## src/rtl/lkv_pkg.sv

```systemverilog
// Shared types and constants for the LRU key/value cache.
`timescale 1ns / 1ps
`default_nettype none
package lkv_pkg;

  localparam int KEY_W     = 32;
  localparam int VALUE_W   = 64;
  localparam int S_TDATA_W = 96;
  localparam int S_TUSER_W = 2;
  localparam int M_TDATA_W = 64;
  localparam int M_TUSER_W = 2;

  localparam logic OP_ADD = 1'b0;
  localparam logic OP_GET = 1'b1;

  typedef struct packed {
    logic ins;
    logic pro;
  } order_cmd_t;

endpackage
`default_nettype wire

```

## src/rtl/lkv_ram.sv

```systemverilog
// Generic single-write, single-read RAM with registered read data.
`timescale 1ns / 1ps
`default_nettype none
module lkv_ram #(
  parameter int WIDTH = 8,
  parameter int DEPTH = 8
) (
  input  wire logic                                  clk,
  input  wire logic                                  we,
  input  wire logic [(DEPTH > 1 ? $clog2(DEPTH) : 1)-1:0] waddr,
  input  wire logic [WIDTH-1:0]                      wdata,
  input  wire logic [(DEPTH > 1 ? $clog2(DEPTH) : 1)-1:0] raddr,
  output logic      [WIDTH-1:0]                      rdata
);

  logic [WIDTH-1:0] mem [DEPTH];

  always_ff @(posedge clk) begin
    if (we) begin
      mem[waddr] <= wdata;
    end
    rdata <= mem[raddr];
  end

endmodule
`default_nettype wire

```

## src/rtl/lkv_order.sv

```systemverilog
// Valid bits, recency ranks and fill count of the cache entries.
`timescale 1ns / 1ps
`default_nettype none
module lkv_order
  import lkv_pkg::*;
#(
  parameter int ENTRIES = 8,
  parameter int IW      = 3,
  parameter int RW      = 3
) (
  input  wire logic          clk,
  input  wire logic          rst,
  input  wire order_cmd_t    cmd,
  input  wire logic [IW-1:0] sel_idx,
  input  wire logic [RW-1:0] sel_rank,
  input  wire logic [IW-1:0] rd_idx,
  output logic               rd_valid,
  output logic [RW-1:0]      rd_rank,
  output logic               full
);

  localparam int CW = $clog2(ENTRIES + 1);

  logic          valid [ENTRIES];
  logic [RW-1:0] rank  [ENTRIES];
  logic [CW-1:0] count;

  assign full     = (count == CW'(ENTRIES));
  assign rd_valid = valid[rd_idx];
  assign rd_rank  = rank[rd_idx];

  always_ff @(posedge clk) begin
    if (rst) begin
      for (int i = 0; i < ENTRIES; i++) begin
        valid[i] <= 1'b0;
        rank[i]  <= '0;
      end
      count <= '0;
    end else begin
      for (int i = 0; i < ENTRIES; i++) begin
        if (cmd.ins) begin
          if (IW'(i) == sel_idx) begin
            valid[i] <= 1'b1;
            rank[i]  <= '0;
          end else if (valid[i]) begin
            rank[i] <= rank[i] + RW'(1);
          end
        end else if (cmd.pro) begin
          if (IW'(i) == sel_idx) begin
            rank[i] <= '0;
          end else if (valid[i] && rank[i] < sel_rank) begin
            rank[i] <= rank[i] + RW'(1);
          end
        end
      end
      if (cmd.ins && !full) begin
        count <= count + CW'(1);
      end
    end
  end

endmodule
`default_nettype wire

```

## src/rtl/lkv_seq.sv

```systemverilog
// Sequencer and shared entry compare unit that scans the cache one entry a cycle.
`timescale 1ns / 1ps
`default_nettype none
module lkv_seq
  import lkv_pkg::*;
#(
  parameter int ENTRIES = 8,
  parameter int KW      = 32,
  parameter int IW      = 3,
  parameter int RW      = 3
) (
  input  wire logic                  clk,
  input  wire logic                  rst,
  input  wire logic                  in_valid,
  output logic                       in_ready,
  input  wire logic                  in_op,
  input  wire logic [KW-1:0]         in_key,
  input  wire logic                  in_type,
  input  wire logic [VALUE_W-1:0]    in_value,
  output logic [IW-1:0]              ram_raddr,
  input  wire logic [KW+VALUE_W:0]   ram_rdata,
  output logic                       ram_we,
  output logic [IW-1:0]              ram_waddr,
  output logic [KW+VALUE_W:0]        ram_wdata,
  output logic [IW-1:0]              ord_rd_idx,
  input  wire logic                  ord_rd_valid,
  input  wire logic [RW-1:0]         ord_rd_rank,
  input  wire logic                  ord_full,
  output order_cmd_t                 ord_cmd,
  output logic [IW-1:0]              ord_sel_idx,
  output logic [RW-1:0]              ord_sel_rank,
  output logic                       out_valid,
  input  wire logic                  out_ready,
  output logic                       out_hit,
  output logic [VALUE_W-1:0]         out_value,
  output logic                       out_evicted
);

  localparam logic [1:0] ST_IDLE   = 2'd0;
  localparam logic [1:0] ST_SCAN   = 2'd1;
  localparam logic [1:0] ST_FINISH = 2'd2;

  localparam logic [IW-1:0] LAST_IDX  = IW'(ENTRIES - 1);
  localparam logic [RW-1:0] LAST_RANK = RW'(ENTRIES - 1);

  logic [1:0]         state;
  logic               op_r;
  logic [KW-1:0]      key_r;
  logic               type_r;
  logic [VALUE_W-1:0] value_r;
  logic [IW-1:0]      idx;
  logic [IW-1:0]      idx_d;
  logic               issue_done;
  logic               pv;
  logic               found;
  logic [IW-1:0]      best_idx;
  logic [RW-1:0]      best_rank;
  logic [VALUE_W-1:0] best_value;

  logic [KW-1:0]      rd_key;
  logic               rd_type;
  logic [VALUE_W-1:0] rd_value;
  logic               key_eq;
  logic               take;
  logic               finish_go;

  assign rd_key   = ram_rdata[KW-1:0];
  assign rd_type  = ram_rdata[KW];
  assign rd_value = ram_rdata[KW+VALUE_W:KW+1];

  assign key_eq = ord_rd_valid && (rd_key == key_r) && (rd_type == type_r);

  always_comb begin
    if (op_r == OP_GET) begin
      take = key_eq && (!found || (ord_rd_rank < best_rank));
    end else if (ord_full) begin
      take = ord_rd_valid && (ord_rd_rank == LAST_RANK);
    end else begin
      take = !ord_rd_valid && !found;
    end
  end

  assign in_ready   = (state == ST_IDLE);
  assign ram_raddr  = idx;
  assign ord_rd_idx = idx_d;
  assign finish_go  = (state == ST_FINISH) && (!out_valid || out_ready);

  assign ord_cmd.ins  = finish_go && (op_r == OP_ADD);
  assign ord_cmd.pro  = finish_go && (op_r == OP_GET) && found;
  assign ord_sel_idx  = best_idx;
  assign ord_sel_rank = best_rank;

  assign ram_we    = ord_cmd.ins;
  assign ram_waddr = best_idx;
  assign ram_wdata = {value_r, type_r, key_r};

  always_ff @(posedge clk) begin
    if (rst) begin
      state      <= ST_IDLE;
      idx        <= '0;
      issue_done <= 1'b0;
      pv         <= 1'b0;
      found      <= 1'b0;
      out_valid  <= 1'b0;
    end else begin
      if (out_valid && out_ready && !finish_go) begin
        out_valid <= 1'b0;
      end
      unique case (state)
        ST_IDLE: begin
          if (in_valid) begin
            op_r       <= in_op;
            key_r      <= in_key;
            type_r     <= in_type;
            value_r    <= in_value;
            idx        <= '0;
            issue_done <= 1'b0;
            pv         <= 1'b0;
            found      <= 1'b0;
            state      <= ST_SCAN;
          end
        end
        ST_SCAN: begin
          if (!issue_done) begin
            pv    <= 1'b1;
            idx_d <= idx;
            if (idx == LAST_IDX) begin
              issue_done <= 1'b1;
            end else begin
              idx <= idx + IW'(1);
            end
          end else begin
            pv <= 1'b0;
          end
          if (pv) begin
            if (take) begin
              found      <= 1'b1;
              best_idx   <= idx_d;
              best_rank  <= ord_rd_rank;
              best_value <= rd_value;
            end
            if (idx_d == LAST_IDX) begin
              state <= ST_FINISH;
            end
          end
        end
        ST_FINISH: begin
          if (finish_go) begin
            out_valid   <= 1'b1;
            out_hit     <= (op_r == OP_GET) && found;
            out_value   <= ((op_r == OP_GET) && found) ? best_value : '0;
            out_evicted <= (op_r == OP_ADD) && ord_full;
            state       <= ST_IDLE;
          end
        end
        default: begin
          state <= ST_IDLE;
        end
      endcase
    end
  end

endmodule
`default_nettype wire

```

## src/rtl/lru_key_value_cache_unit.sv

```systemverilog
// Top level of the LRU key/value cache with stream ports.
`timescale 1ns / 1ps
`default_nettype none
// A small least-recently-used key/value store. An add word stores a new entry as the most
// recent one without looking for an existing key; on a full store it first drops the least
// recent entry and reports evicted. A get word returns the value of the most recent entry
// whose key and value type both match, and makes that entry the most recent. Every input
// word gives exactly one result word. Entries live in one RAM with a single read port, and
// the sequencer reads one entry per cycle through a shared compare unit, so each word passes
// through capture, a scan of all entries, and a finish step that updates the order and loads
// the result register before the next word is accepted. The result register holds a
// finished word while the next input word is already being scanned.
module lru_key_value_cache_unit
  import lkv_pkg::*;
#(
  parameter int ENTRIES  = 8,
  parameter int KEY_BITS = 32
) (
  input  wire logic                 clk,
  input  wire logic                 rst,
  input  wire logic                 s_tvalid,
  output logic                      s_tready,
  input  wire logic [S_TDATA_W-1:0] s_tdata,  // key[31:0], value[95:32]
  input  wire logic [S_TUSER_W-1:0] s_tuser,  // operation[0], value_type[1]
  output logic                      m_tvalid,
  input  wire logic                 m_tready,
  output logic [M_TDATA_W-1:0]      m_tdata,  // value_out[63:0]
  output logic [M_TUSER_W-1:0]      m_tuser   // hit[0], evicted[1]
);

  localparam int KW = (KEY_BITS < KEY_W) ? KEY_BITS : KEY_W;
  localparam int IW = (ENTRIES > 1) ? $clog2(ENTRIES) : 1;
  localparam int RW = (ENTRIES > 1) ? $clog2(ENTRIES) : 1;
  localparam int DW = KW + VALUE_W + 1;

  logic [IW-1:0]      ram_raddr;
  logic [DW-1:0]      ram_rdata;
  logic               ram_we;
  logic [IW-1:0]      ram_waddr;
  logic [DW-1:0]      ram_wdata;
  logic [IW-1:0]      ord_rd_idx;
  logic               ord_rd_valid;
  logic [RW-1:0]      ord_rd_rank;
  logic               ord_full;
  order_cmd_t         ord_cmd;
  logic [IW-1:0]      ord_sel_idx;
  logic [RW-1:0]      ord_sel_rank;
  logic               out_hit;
  logic [VALUE_W-1:0] out_value;
  logic               out_evicted;

  lkv_ram #(
    .WIDTH(DW),
    .DEPTH(ENTRIES)
  ) u_ram (
    .clk  (clk),
    .we   (ram_we),
    .waddr(ram_waddr),
    .wdata(ram_wdata),
    .raddr(ram_raddr),
    .rdata(ram_rdata)
  );

  lkv_order #(
    .ENTRIES(ENTRIES),
    .IW     (IW),
    .RW     (RW)
  ) u_order (
    .clk     (clk),
    .rst     (rst),
    .cmd     (ord_cmd),
    .sel_idx (ord_sel_idx),
    .sel_rank(ord_sel_rank),
    .rd_idx  (ord_rd_idx),
    .rd_valid(ord_rd_valid),
    .rd_rank (ord_rd_rank),
    .full    (ord_full)
  );

  lkv_seq #(
    .ENTRIES(ENTRIES),
    .KW     (KW),
    .IW     (IW),
    .RW     (RW)
  ) u_seq (
    .clk         (clk),
    .rst         (rst),
    .in_valid    (s_tvalid),
    .in_ready    (s_tready),
    .in_op       (s_tuser[0]),
    .in_key      (s_tdata[KW-1:0]),
    .in_type     (s_tuser[1]),
    .in_value    (s_tdata[KEY_W+VALUE_W-1:KEY_W]),
    .ram_raddr   (ram_raddr),
    .ram_rdata   (ram_rdata),
    .ram_we      (ram_we),
    .ram_waddr   (ram_waddr),
    .ram_wdata   (ram_wdata),
    .ord_rd_idx  (ord_rd_idx),
    .ord_rd_valid(ord_rd_valid),
    .ord_rd_rank (ord_rd_rank),
    .ord_full    (ord_full),
    .ord_cmd     (ord_cmd),
    .ord_sel_idx (ord_sel_idx),
    .ord_sel_rank(ord_sel_rank),
    .out_valid   (m_tvalid),
    .out_ready   (m_tready),
    .out_hit     (out_hit),
    .out_value   (out_value),
    .out_evicted (out_evicted)
  );

  assign m_tdata = out_value;
  assign m_tuser = {out_evicted, out_hit};

endmodule
`default_nettype wire

```

## config.mk

```make
export PLATFORM = sky130hd
export DESIGN_NAME = lru_key_value_cache_unit
export DESIGN_NICKNAME = d
export VERILOG_FILES = /design/src/rtl/lkv_pkg.sv /design/src/rtl/lkv_ram.sv /design/src/rtl/lkv_order.sv /design/src/rtl/lkv_seq.sv /design/src/rtl/lru_key_value_cache_unit.sv
export SDC_FILE = /design/constraint.sdc
export NUM_CORES = 1
export LEC_CHECK = 0
export ABC_AREA = 0
export BUFFER_PORTS_ARGS = -buffer_cell sky130_fd_sc_hd__buf_2
export CAP_MARGIN = 20
export CORE_ASPECT_RATIO = 0.8
export CORE_MARGIN = 2
export CORE_UTILIZATION = 42
export DETAILED_ROUTE_END_ITERATION = 8
export PLACE_DENSITY = 0.57
export SLEW_MARGIN = 20
export SYNTH_ARGS = -nofsm -noshare
export SYNTH_HDL_FRONTEND = slang
export SYNTH_SLANG_ARGS = --single-unit
export TNS_END_PERCENT = 5
```

## constraint.sdc

```tcl
create_clock -name clk -period 8.95 [get_ports clk]
set_input_delay 0.4475 -clock clk [delete_from_list [all_inputs] [get_ports clk]]
set_output_delay 0.4475 -clock clk [all_outputs]
set_load 0.02 [all_outputs]
```

# Yosys cells after proc, flatten, opt, wreduce, memory -nomap -nowiden
# Memories as Yosys holds them, arrays and structs flattened. A register that Yosys moved wholly into a read port is not among the register bits.
# Index checks and enable logic that the tools add are counted.
op_classes:
  n_reduce_logical: 40
  n_bitwise: 43
  addsub: 10
  muxes: 221
  n_lt_le_gt_ge: 9
  n_eq_ne: 22
op_table:
  columns: ["op", "count"]
  rows:
  - ["$mux 1", 175]
  - ["$mux 3", 37]
  - ["$or 1x1->1", 40]
  - ["$eq 32x32->1", 1]
  - ["$add 3x1->3 const B", 9]
  - ["$lt 3x3->1", 9]
  - ["$logic_and 1x1->1", 22]
  - ["$reduce_and 4->1", 4]
  - ["$eq 3x3->1 const A", 4]
  - ["$eq 3x3->1 const B", 3]
  - ["$reduce_and 3->1", 3]
  - ["$mux 2", 4]
  - ["$ne 2x1->1 const B", 4]
  - ["$eq 2x3->1 const A", 2]
  - ["$ne 2x2->1 const B", 3]
  - ["$pmux 1 s2", 3]
  - ["$pmux 2 s3", 1]
  - ["$pmux 3 s2", 1]
  - ["$logic_not 1->1", 5]
  - ["$add 4x1->4 const B", 1]
  - ["$eq 4x4->1 const B", 1]
  - ["$eq 1x3->1 const A", 1]
  - ["$logic_not 3->1", 1]
  - ["$not 1->1", 3]
  - ["7 further kinds", 8]
word_totals:
  ff_bits: 250
  ram_bits: 808
  elab_cells: 366
  memories: 3
  inputBits: 102
  out_inout_bits: 68
memory_table:
  columns: ["memory", "depth", "word_bits", "read_ports", "rd_clocked_by_memory_dff", "wr", "line", "rtl"]
  rows:
  - ["u_ram.mem", 8, 97, 1, 1, 1, "lkv_ram.sv:16", "logic [WIDTH-1:0] mem [DEPTH];"]
  - ["u_order.rank", 8, 3, 9, 1, 8, "lkv_order.sv:25", "logic [RW-1:0] rank [ENTRIES];"]
  - ["u_order.valid", 8, 1, 9, 1, 8, "lkv_order.sv:24", "logic valid [ENTRIES];"]

# Longest topological paths before layout
depth:
  depth_word: 11
  mapped_depth: 10
  mapped_depth_nobuf: 9

# By module
# From an unflattened synthesis, not the netlist that was laid out.
unflattened:
  cells_unflattened: 1903
  area_unflattened_um2: 42189.2
modules_own_cells:
  columns: ["mod", "area_each_um2", "seq_area_each_um2", "instances", "cells_each"]
  rows:
  - ["lkv_ram", 31122.3, 25244.2, 1, 1232]
  - ["lkv_seq", 8574.5, 7297.0, 1, 441]
  - ["lkv_order", 2477.4, 991.0, 1, 228]
  - ["lru_key_value_cache_unit", 15.0, 0.0, 1, 2]

# Worst setup path after synthesis
# Ideal clock, no wire load.
synth_timing:
  path_kind: "input to register"
  from: "in rst"
  to: "mem u_order.rank[6][0], enable pin"
  arrival_time_ns: 6.576
  setup_ns: 0.340
  setup_slack_ns: 2.034
  n_path_buf: 1
  stages: 4
  required_time_ns: 8.610
  path_cell_list: "clkbuf_1 > nor3_1 > o2111ai_1 > o211ai_1"
synth_rtl:
  columns: ["item", "line", "rtl"]
  rows:
  - ["start: declaration", "lru_key_value_cache_unit.sv:20", "input wire logic rst,"]
  - ["end: declaration", "lkv_order.sv:25", null]

==> metrics.md <==
| Metric | Value |
|---|---|
| Status | `completed` |
| CTS Buf Count | `roughly 110` |
| HP Class | `input port to flip-flop` |
| Sink Count | `approximately 1200` |
| Initial antenna violation count | `2` |
| Layout cell share with drive strength beyond 1 | `0.2948` |
| GP Congestion | `0.7935` |
| Worst stage delay on the critical path | `around 0.84 ns` |
| Clock buffer depth | `3` |
| Sw Share | `0.2027` |
| Crit-path cells | `mux4_1 -> mux2i_1 -> inv_1 -> ha_1 -> a21oi_1 -> nand2_1 -> o211ai_1 -> nand4_1 -> nand2_4 -> buf_4` |
| Iteration-0 DRC Markers | `1320` |
| CP Class | `flip-flop to flip-flop` |
| Clock tree from TritonCTS | `yes` |
| FILL cells | `7902` |
| Clk root buf | `clkbuf_16` |
| Critical Path AT | `4.57 ns` |
| Share of the synthesized area in the top cell type | `0.7437` |
| CP max stage cell | `buf_4` |
| Post-Route WL | `87510 µm` |
| Post-layout minimum cycle time | `4.282 ns` |
| Core footprint | `0.09885 mm²` |
| Buffers on Ports | `169` |
| DRC | `0` |
| EDFF count, synth | `~1000` |
| Remaining global-route overflow | `0` |
| Count of pins over their slew limit | `0` |
| Sequential share of power | `0.555` |
| Vias in the first global route | `approximately 20000` |
| Cells after synthesis | `about 1900` |
| Avg Cell Area, Syn | `between 20 and 25 µm²` |
| Period utilisation layout | `0.4785` |
| Skew-Pair Late Insertion Delay | `0.71 ns` |
| Clk slew on worst S/H paths | `0.06 ns` |
| Synthesis Warnings | `0` |
| Final Power | `10.78 mW` |
| Htree depth | `3` |
| First-pass GRT wire length | `130100 µm` |
| Syn Std Cell Area | `0.04199 mm²` |
| Drt via density | `5.249` |
| Leak pwr | `16.11 nW` |
| Layout Skew | `0.05586 ns` |
| I/O pins | `170` |
| Fin. Hold Viols | `0` |
| Antenna viol nets, final | `0` |
| CP Depth | `10` |
| FMAX | `roughly 230 MHz` |
| Sequential fraction of the synthesis area | `0.8000` |
| Total track usage | `0.1728` |
| Final setup fails | `0` |
| Most common cell after layout, fill and taps aside | `edfxtp_1` |
| Layout overhead on the synthesized area | `16.52%` |
| Die Area | `about 0.10 mm²` |
| Worst path top cell family by delay | `buffers and inverters` |
| Global route hottest layer | `met2` |
| VDD IR-drop max | `0.1571 mV` |
| Grt met3 use | `0.03238` |
| Yosys reg bits | `1158` |
| Largest net degree at the start of global routing | `84` |
| Most frequent cells in the layout | `edfxtp_1 (1040), mux4_2 (196), buf_2 (169), dfxtp_1 (114), clkbuf_16 (110)` |
| Setup TNS Final | `0 ns` |
| Met2 Use GR | `0.2791` |
| Hold path depth | `3` |
| Unique cell type count in the Yosys netlist | `between 40 and 50` |
| Synthesized net count | `2018` |
| Flop-to-flop setup slack | `4.67 ns` |
| Actual slew at the worst max-slew pin | `1.108 ns` |
| Worst r2r path cells | `10` |
| Net Sw Power | `2.185 mW` |
| Initial Utilization | `0.4248` |
| Bufs and invs on worst path | `2` |
| Required @ worst endpoint | `9.23 ns` |
| Clk pwr share | `0.415` |
| Row count | `103` |
| Hold Path Origin | `s_tvalid` |
| Layout Nets | `2343` |
| Via count | `19010` |
| Combinational power share | `0.029` |
| Critical path fanouts, max | `55` |
| Max cap viols | `0` |
| WL per Instance | `24.17 µm` |
| Met1 usage | `0.2449` |
| CP Launch Type | `flip-flop` |
| Worst setup EP type | `flip-flop` |
| Synth async-reset ratio | `0` |
| Hold Crit Endpoint | `u_seq.state[0]$_SDFFE_PP0P_` |
| Pwr Density | `220.3 mW/mm²` |
| Crit Reg-Reg Endpoint | `u_seq.best_value[57]$_DFFE_PP_` |
| Post-detail-place hpwl | `46220 µm` |
| Internal Power | `8.594 mW` |
| Relative slew slack | `0.2616` |
| Die Span X | `357.5 µm` |
| RSZ-0062 raised after global routing | `false` |
| DRT Pass-1 Iters | `5` |
| Yosys top cell by area | `edfxtp_1` |
| Ys flop type | `edfxtp_1` |
| Leading post-synthesis cells by cell area | `edfxtp_1 (74%), mux4_2 (11%), dfxtp_1 (5.6%), mux2_2 (2.7%), and3_1 (0.95%)` |
| Die height | `286.8 µm` |
metrics by stage:
step             util  setup slack, ns  hold WS, ns  std cells  cell area [µm²]
2_1_floorplan       -            2.034       0.3855       1886            41990
4_1_cts        0.4949            4.659      0.07318       3619            48920
3_5_place_dp   0.4496            4.583       0.3887       3314            44440
5_1_grt        0.4949            4.458       0.1135       3619            48920
6_report       0.4950            4.668       0.1176       3621            48930
3_3_place_gp   0.4496            4.630       0.3866       3314            44440
state kept, by name (all words and copies together), names as in the netlist, 4 cells and up, named ones only:
name and flops:
u_ram.mem 776, u_ram.rdata 97, u_seq.best_value 64, u_seq.out_value 64, u_seq.value_r 64, u_seq.key_r 32
u_order.rank 24, u_order.valid 8, u_order.count 4
worst max path at each step:
stage | from | to
after floorplan | rst | u_order.rank[6][0]$_SDFFCE_PP0P_
after global placement | rst | u_seq.best_value[47]$_DFFE_PP_
after detailed placement | rst | u_seq.best_value[46]$_DFFE_PP_
after CTS | flip-flop | u_seq.best_value[56]$_DFFE_PP_
after global routing | flip-flop | u_seq.best_value[54]$_DFFE_PP_
final | flip-flop | u_seq.best_value[57]$_DFFE_PP_
layout make-up:
| type | count | area, µm² | area share |
|---|---|---|---|
| Antenna cell | 2 | 5.005 | 0.0001023 |
| Clock buffer | 143 | 2977 | 0.06084 |
| Sequential cell | 1158 | 33610 | 0.6869 |
| Tap cell | 1312 | 1642 | 0.03355 |
| Multi-Input combinational cell | 633 | 8065 | 0.1648 |
| Timing Repair Buffer | 297 | 2068 | 0.04227 |
| Inverter | 12 | 45.04 | 0.0009206 |
| Clock inverter | 64 | 519.2 | 0.01061 |
power groups by stage:
stage	clock network (mW)	registers (mW)	logic, mW
after detailed placement	0	6.10	0.291
after floorplan	0	6.07	0.215
final	4.48	5.99	0.317
after global placement	0	6.10	0.289
after global routing	4.81	5.99	0.345
after CTS	4.60	5.99	0.326
cells in the mapped netlist (all sizes together) (3+ instances only):
library cell	instances
nand3b	4
nor4	3
mux2i	4
xnor2	42
mux4	202
nand2b	17
buf	34
o21ai	6
nor2b	3
o211ai	9
nand4	11
nand2	9
a21o	8
ha	30
dfxtp	118
clkbuf	49
and2	8
mux2	102
inv	12
o211a	6
a21oi	12
or3	5
nor2	52
and3	64
edfxtp	1040
nand3	16
a211oi	6
what timing repair did:
| action | 4_1_cts | 5_1_grt |
|---|---|---|
| endpoints found under the hold margin | 98 | 0 |
| hold buffers | 98 | 0 |
| setup buffers | 0 | 0 |
| gates resized for setup | 0 | 0 |
routing by layer:
layer | wire length, µm | vias up | part of all wire
met1 | 39390 | 10060 | 0.45
met4 | 1538 | 0 | 0.018
li1 | - | 8375 | -
met2 | 42290 | 450 | 0.48
met5 | 0 | - | 0
met3 | 4303 | 119 | 0.049
kinds of logic after synthesis:
logic type | share of synthesized area
flip-flops | 0.8000
multiplexers | 0.1372
AND/OR/NAND/NOR | 0.02688
adder cells (fa/ha/maj) | 0.008939
XOR/XNOR | 0.008968
buffers and inverters | 0.009892
AO/OA/AOI/OAI | 0.008194
worst min-delay path: stages:
cell and delay, ns:
buf_2 0.11, mux2i_1 0.08, nor3_1 0.14
Note: power is estimated with default switching activity, not from simulation.
